<file path="src/nsa_pkg.sv">
`timescale 1ns / 1ps
// ---------------------------------------------------------------------------
// nsa_pkg
// Shared types, widths and codes for the nearest seed search block.
// ---------------------------------------------------------------------------
package nsa_pkg;

  localparam int MAX_SEEDS   = 1024;
  localparam int COORD_BITS  = 16;
  localparam int LABEL_W     = 6;
  localparam int FUNC_W      = 2;
  localparam int STATUS_W    = 3;
  localparam int INDEX_OUT_W = 10;

  localparam int IDX_W   = (MAX_SEEDS > 1) ? $clog2(MAX_SEEDS) : 1;
  localparam int FILL_W  = $clog2(MAX_SEEDS + 1);
  localparam int SQ_W    = 2 * COORD_BITS;
  localparam int DIST_W  = SQ_W + 2;
  localparam int SEED_W  = 3 * COORD_BITS + LABEL_W;

  localparam int QUEUE_DEPTH = 4;
  localparam int QPTR_W      = $clog2(QUEUE_DEPTH);
  localparam int QCNT_W      = $clog2(QUEUE_DEPTH + 1);

  // func codes on the item channel
  localparam logic [FUNC_W-1:0] FUNC_LOAD  = FUNC_W'(0);
  localparam logic [FUNC_W-1:0] FUNC_QUERY = FUNC_W'(1);
  localparam logic [FUNC_W-1:0] FUNC_CLEAR = FUNC_W'(2);

  // result status codes
  localparam logic [STATUS_W-1:0] ST_ANSWERED = STATUS_W'(0);
  localparam logic [STATUS_W-1:0] ST_STORED   = STATUS_W'(1);
  localparam logic [STATUS_W-1:0] ST_FULL     = STATUS_W'(2);
  localparam logic [STATUS_W-1:0] ST_NONE     = STATUS_W'(3);
  localparam logic [STATUS_W-1:0] ST_CLEARED  = STATUS_W'(4);

  typedef enum logic [1:0] {
    OP_LOAD,
    OP_QUERY,
    OP_CLEAR
  } op_t;

  typedef enum logic [1:0] {
    BS_IDLE,
    BS_SCAN,
    BS_DRAIN
  } bstate_t;

  typedef struct packed {
    op_t                           op;
    logic signed [COORD_BITS-1:0]  x;
    logic signed [COORD_BITS-1:0]  y;
    logic signed [COORD_BITS-1:0]  z;
    logic [LABEL_W-1:0]            label;
  } cmd_t;

  // front -> back handshake
  typedef struct packed {
    logic valid;
    cmd_t cmd;
  } cmd_chan_t;

  // back status, seen by the top level
  typedef struct packed {
    logic              busy;
    logic [FILL_W-1:0] fill;
  } bstat_t;

endpackage

</file>
<file path="src/nsa_front.sv">
`timescale 1ns / 1ps
// ---------------------------------------------------------------------------
// nsa_front
// Takes items, decodes func into an operation and queues it for the back end.
// ---------------------------------------------------------------------------
module nsa_front
  import nsa_pkg::*;
(
  input  logic                          clk,
  input  logic                          rst,
  input  logic                          item_valid,
  output logic                          item_stall,
  input  logic [FUNC_W-1:0]             func,
  input  logic signed [COORD_BITS-1:0]  coord_x,
  input  logic signed [COORD_BITS-1:0]  coord_y,
  input  logic signed [COORD_BITS-1:0]  coord_z,
  input  logic [LABEL_W-1:0]            seed_label,
  output cmd_chan_t                     cmd_out,
  input  logic                          cmd_pop
);

  cmd_t              entries [QUEUE_DEPTH];
  logic [QPTR_W-1:0] wr_ptr;
  logic [QPTR_W-1:0] rd_ptr;
  logic [QCNT_W-1:0] count;
  logic              accept;
  logic              known;
  op_t               op_dec;
  logic              push;
  logic              pop;

  // func 3 is taken and dropped: it yields no result
  always_comb begin
    known  = 1'b1;
    op_dec = OP_LOAD;
    unique case (func)
      FUNC_LOAD:  op_dec = OP_LOAD;
      FUNC_QUERY: op_dec = OP_QUERY;
      FUNC_CLEAR: op_dec = OP_CLEAR;
      default:    known  = 1'b0;
    endcase
  end

  assign item_stall = (count == QCNT_W'(QUEUE_DEPTH));
  assign accept     = item_valid && !item_stall;
  assign push       = accept && known;
  assign pop        = cmd_pop && (count != '0);

  always_ff @(posedge clk) begin
    if (push) begin
      entries[wr_ptr] <= '{op: op_dec, x: coord_x, y: coord_y, z: coord_z,
                           label: seed_label};
    end
  end

  always_ff @(posedge clk) begin
    if (rst) begin
      wr_ptr <= '0;
      rd_ptr <= '0;
      count  <= '0;
    end else begin
      if (push) begin
        wr_ptr <= wr_ptr + QPTR_W'(1);
      end
      if (pop) begin
        rd_ptr <= rd_ptr + QPTR_W'(1);
      end
      priority if (push && !pop) begin
        count <= count + QCNT_W'(1);
      end else if (pop && !push) begin
        count <= count - QCNT_W'(1);
      end
    end
  end

  assign cmd_out.valid = (count != '0);
  assign cmd_out.cmd   = entries[rd_ptr];

endmodule

</file>
<file path="config.mk">
export PLATFORM = sky130hd
export DESIGN_NAME = nsa_front
export DESIGN_NICKNAME = d
export VERILOG_FILES = /design/src/nsa_pkg.sv /design/src/nsa_front.sv
export SDC_FILE = /design/constraint.sdc
export NUM_CORES = 1
export LEC_CHECK = 0
export BUFFER_PORTS_ARGS = -buffer_cell sky130_fd_sc_hd__buf_4
export CAP_MARGIN = 25
export CORE_UTILIZATION = 30
export DETAILED_ROUTE_END_ITERATION = 8
export HOLD_SLACK_MARGIN = 0.03
export PLACE_DENSITY = 0.47
export SLEW_MARGIN = 20
export SYNTH_ARGS = -nofsm -noshare
export SYNTH_HDL_FRONTEND = slang
export SYNTH_SLANG_ARGS = --single-unit
</file>
<file path="constraint.sdc">
create_clock -name clk -period 2.3 [get_ports clk]
set_input_delay 0.46 -clock clk [delete_from_list [all_inputs] [get_ports clk]]
set_output_delay 0.46 -clock clk [all_outputs]
set_load 0.01 [all_outputs]
</file>
## Word-level counts from Yosys, hierarchy flattened

Memory sizes are Yosys's and may differ from the RTL's. A register that Yosys moved wholly into a read port is not among the register bits.
Index checks and enable logic that the tools add are counted.

| storage, ports and cells | value |
|---|---|
| bits in registers | 7 |
| output and inout port bits | 58 |
| memory bits (writable) | 224 |
| memories kept | 1 |
| word-level logic and storage cells | 31 |
| input port bits | 60 |

Memories:

| name | depth | bits a word | rd ports | clocked after Yosys merged registers in | wr ports | line | text |
|---|---|---|---|---|---|---|---|
| entries | 4 | 56 | 1 | 1 | 1 | nsa_front.sv:22 | `cmd_t entries [QUEUE_DEPTH];` |

| cells by class | value |
|---|---|
| add/sub/neg operators | 4 |
| reduce and logical (&&, ||, !) cells | 12 |
| equal/unequal tests | 3 |
| multiplexer cells | 8 |

Operators with widths:

| operator | number |
|---|---|
| 3-bit 2-to-1 mux | 2 |
| 1-bit logical AND | 5 |
| 2-bit by 1-bit adder with 2-bit output, second input constant | 2 |
| 2-bit 2-to-1 mux | 2 |
| 2-bit case mux with 2 select lines | 1 |
| 3-bit by 1-bit adder with 3-bit output, second input constant | 1 |
| 3-bit == test, second input constant | 1 |
| 1-bit logical NOT | 3 |
| 1-bit 2-to-1 mux | 3 |
| 3-bit nonzero test | 1 |
| 3-bit OR reduction | 1 |
| 3-bit by 1-bit subtractor with 3-bit output, second input constant | 1 |
| 2-bit by 1-bit == test with 1-bit output, second input constant | 1 |
| 2-bit == test, second input constant | 1 |
| 2-bit logical NOT | 1 |
| 2-bit nonzero test | 1 |

## Logic depth before layout (Yosys ltp)

| depth | value |
|---|---|
| word-level depth | 8 |
| gate-level depth with buffers | 8 |
| mapped depth without buffers | 8 |

## Worst setup path before layout

No wires, ideal clock.

| path | value |
|---|---|
| kind | register to register |
| from | register count[0] |
| to | register count[2] |
| data required time | 2230 ps |
| arrival time | 2191 ps |
| setup time | 70 ps |
| path slack | 38 ps |
| cell stages (with the launch flop) | 9 |
| path buffers | 0 |
| period minus slack after synthesis | 2262 ps |
| path through | dfxtp_1 -> nor3b_2 -> a211oi_4 -> ha_1 -> inv_1 -> fa_1 -> xor2_1 -> or3_2 -> a21oi_1 |

| on the way | value |
|---|---|
| longest elaborated chain between the ends | 7 |
| elaborated cells on any way between the ends | 15 |
| those cells by class | add/sub: 2; eq/ne: 1; mux: 2; reduce/logical: 10 |

RTL lines:

| what | line | text |
|---|---|---|
| start, declared | nsa_front.sv:25 | `logic [QCNT_W-1:0] count;` |
| start signal, assigned | nsa_front.sv:69 | `count <= count + QCNT_W'(1);` |
| start signal, assigned | nsa_front.sv:71 | `count <= count - QCNT_W'(1);` |
| 3-bit == test * | nsa_front.sv:44 | `assign item_stall = (count == QCNT_W'(QUEUE_DEPTH));` |
| via item_stall | nsa_front.sv:12 | `output logic item_stall,` |
| 1-bit logical NOT * | nsa_front.sv:45 | `assign accept = item_valid && !item_stall;` |
| 1-bit logical AND * | nsa_front.sv:45 |  |
| 1-bit logical AND * | nsa_front.sv:46 | `assign push = accept && known;` |
| via push | nsa_front.sv:29 | `logic push;` |
| 1-bit logical NOT | nsa_front.sv:70 | `end else if (pop && !push) begin` |
| 1-bit logical AND | nsa_front.sv:70 |  |
| 2-bit nonzero test (no source line) | n/a |  |

Mark *: on every way through the listed nets, which the timed path passes. The rest lies on a longest branch. The select of a mux whose other input is x is not followed.
A chain may end at the register's enable or synchronous reset.

==> flow_summary.json <==
{
  "netlist.top_cell.by_area": "edfxtp_1",
  "syn-instance-count": 342,
  "fin_setup_tns_ns": -0.986,
  "rsz0062_at_grt": "true",
  "postCtsHoldBufs": 0,
  "post-route-drc-count": 0,
  "hold_violations": 0,
  "synth_cell_type_count": 23,
  "synth_ff_type": "edfxtp_1",
  "numClockSinks": 233,
  "setup_viol": 34,
  "violations": "negative setup slack",
  "gp_congestion": 0.669,
  "required_ns": 1.84,
  "syn_area_um2": 8580,
  "die_area_um2": 29300,
  "grt_max_degree": 34,
  "worst_path_most_repeated_cell": "buf_6",
  "cp-start-kind": "register",
  "clockBufferDepth": 3,
  "yosysMostFrequentCell": "edfxtp_1",
  "seq_area_frac_synth": 0.805,
  "cts_made_buffers": 26,
  "drive_above_1_share": 0.479,
  "status": "finished, violations left",
  "firstDrtPassIters": 4,
  "yosys.area.top_type_share": 0.784,
  "cp.arrival_ns": 1.90,
  "slew_violations": 0,
  "start_util": 0.307,
  "critical-path-max-stage-delay_ns": 0.51,
  "io_pins": 118,
  "finClkSkew_ns": 0.00782,
  "drtIter0Drc": 146,
  "avgSynthCellArea_um2": 25.1,
  "cap_violations": 0,
  "cellPowerDensity_nw_per_um2": 1100,
  "die_h_um": 171,
  "gr-total-overflow": 0,
  "clk_pin_slew_worst_paths_ns": 0.06,
  "clock_latency_ns": 0.51,
  "dp_hpwl_mm": 9.82,
  "fp.coreArea_um2": 27900,
  "yosys-top-cells-area": "edfxtp_1 78%, mux4_2 15%, dfxtp_1 2.1%",
  "antennaDiodeCount": 0,
  "cp-end-kind": "output pin",
  "pre_cts_ws_ns": -0.0301,
  "min_period_ns": 2.36,
  "wl_mm": 17.2,
  "track_usage": 0.117,
  "synth_commonest_cells": "224 x edfxtp_1, 56 x mux4_2, 9 x dfxtp_1",
  "path_class": "register to output pin",
  "synth_seq_cells": 233,
  "slew_headroom": 0.649,
  "hold_path_class": "input port to register",
  "routedWlPerCell_um": 19.2,
  "antenna_left": 0,
  "crit_chain": "buf_6 -> clkbuf_16 -> mux4_2 -> buf_6",
  "die_x_um": 171,
  "grt_pass1_wl_mm": 25.2,
  "root_buffer": "clkbuf_16",
  "antenna_found_initial": 0,
  "area_growth_pct": 31.5,
  "cts_tree": "done",
  "vias": 3943,
  "syn_nets": 408,
  "cp_slowest_cell": "mux4_2",
  "cp_max_fo": 5,
  "fin_crit_sh": 1.03,
  "row_count": 61,
  "fin_nets": 562,
  "max_freq_mhz": 423,
  "worst_pin_slew_ns": 0.520,
  "via_per_inst": 4.41,
  "yosys_warnings": 0,
  "port_buffers": 117,
  "synth_edf_count": 224,
  "p_leak_nw": 3.77,
  "grt_pass1_vias": 4376,
  "fin_ws_ns": -0.0629,
  "cts_max_level": 1,
  "peakVddDrop_uv": 528,
  "synthArstFlopShare": 0
}
-- final cells by class --
| cell class | count | area [µm²] |
|---|---|---|
| clock buffer | 30 | 687 |
| clock inverter | 18 | 134 |
| fill | 2562 | 16600 |
| inverter | 4 | 15.0 |
| multi-input combinational | 92 | 1580 |
| sequential | 233 | 6920 |
| tap | 378 | 473 |
| timing repair buffer | 139 | 1480 |
-- cells by family (layout without fill, tap and decap cells) --
kind of cell,Yosys count,in the layout,synth area share
flops,233,233,0.805
xor+xnor,4,4,0.00408
mux,59,59,0.151
compound gates,5,5,0.00539
fa+ha+maj,6,6,0.00962
simple gates,18,18,0.0127
buf+inv,17,191,0.0127
-- cell usage in the layout, fill, tap and decap left out --
cell,netlist,routed
edfxtp_1,224,224
clkbuf_1,2,3
a21oi_1,1,1
dfxtp_4,0,2
fa_1,1,1
and2_4,0,4
o21ai_0,1,1
or3_2,2,2
buf_8,0,1
buf_6,5,47
mux4_2,56,56
clkinv_1,0,9
inv_1,4,4
clkinvlp_4,0,2
o31ai_2,0,1
buf_16,0,2
buf_4,0,73
bufinv_16,0,2
mux2i_1,2,2
xor2_1,4,4
ha_1,5,4
nand2b_1,2,2
nor2b_1,2,2
nor3b_2,1,1
dfxtp_1,9,4
nor2_1,7,7
buf_12,0,13
a211oi_4,1,1
dfxtp_2,0,3
mux2_4,1,1
clkbuf_16,0,30
o311ai_0,1,1
ha_2,0,1
clkinv_2,0,5
-- registers in the layout (all words and copies together), names as in the netlist, named ones only --
name / count
rd_ptr: 2
entries: 224
count: 3
wr_ptr: 2
-- critical path, delay by kind of cell (launching register included) --
kind                   cells  cell delay, ns
buffers and inverters      3            0.45
flip-flops                 1            0.42
multiplexers               1            0.51
-- per-layer routing --
layer  global-route usage  up-vias  wire [µm]
li1                     -     1762          -
met1                0.141     2069       7280
met2                0.201       91       8560
met3               0.0345       21       1090
met4               0.0338        0        261
met5                    0        -          0
-- where the power goes --
group,internal (W),total (W),switching [W]
sequential,0.00503,0.00518,0.000148
combinational,0.00195,0.00336,0.00142
clock,0.00235,0.00389,0.00155
total,0.00932,0.0124,0.00311
-- per-stage QoR --
step                      area [µm²]  total power [W]  hold slack (ns)   util  cells
final                          11300           0.0124            0.143  0.404    894
after floorplan                 8580          0.00682            0.482      -    342
after CTS                      11100           0.0124            0.106  0.398    889
after global placement         10100          0.00807            0.493  0.362    838
after detailed placement       10100          0.00811            0.510  0.362    838
after global routing           11300           0.0130            0.111  0.404    894
-- path summary, 6_finish.rpt --
kind | to | cells past startpoint | slack (ns) | from
setup reg to reg | count[2] | 7 | 0.12 | count[1]
hold reg to reg | count[2] | 2 | 0.52 | count[2]
setup / recovery | cmd_out[27] | 4 | -0.06 | register
hold / removal | entries[2][38] | 1 | 0.14 | coord_x[0]
-- repair_timing --
| item | CTS | global route |
|---|---|---|
| endpoints found under the setup margin | 56 | 57 |
| cloned | 1 | 4 |
| gates resized for setup | 39 | 20 |
| pin swaps | 0 | 1 |
| setup buffers | 2 | 1 |
Note: power is estimated with default switching activity, not from simulation.
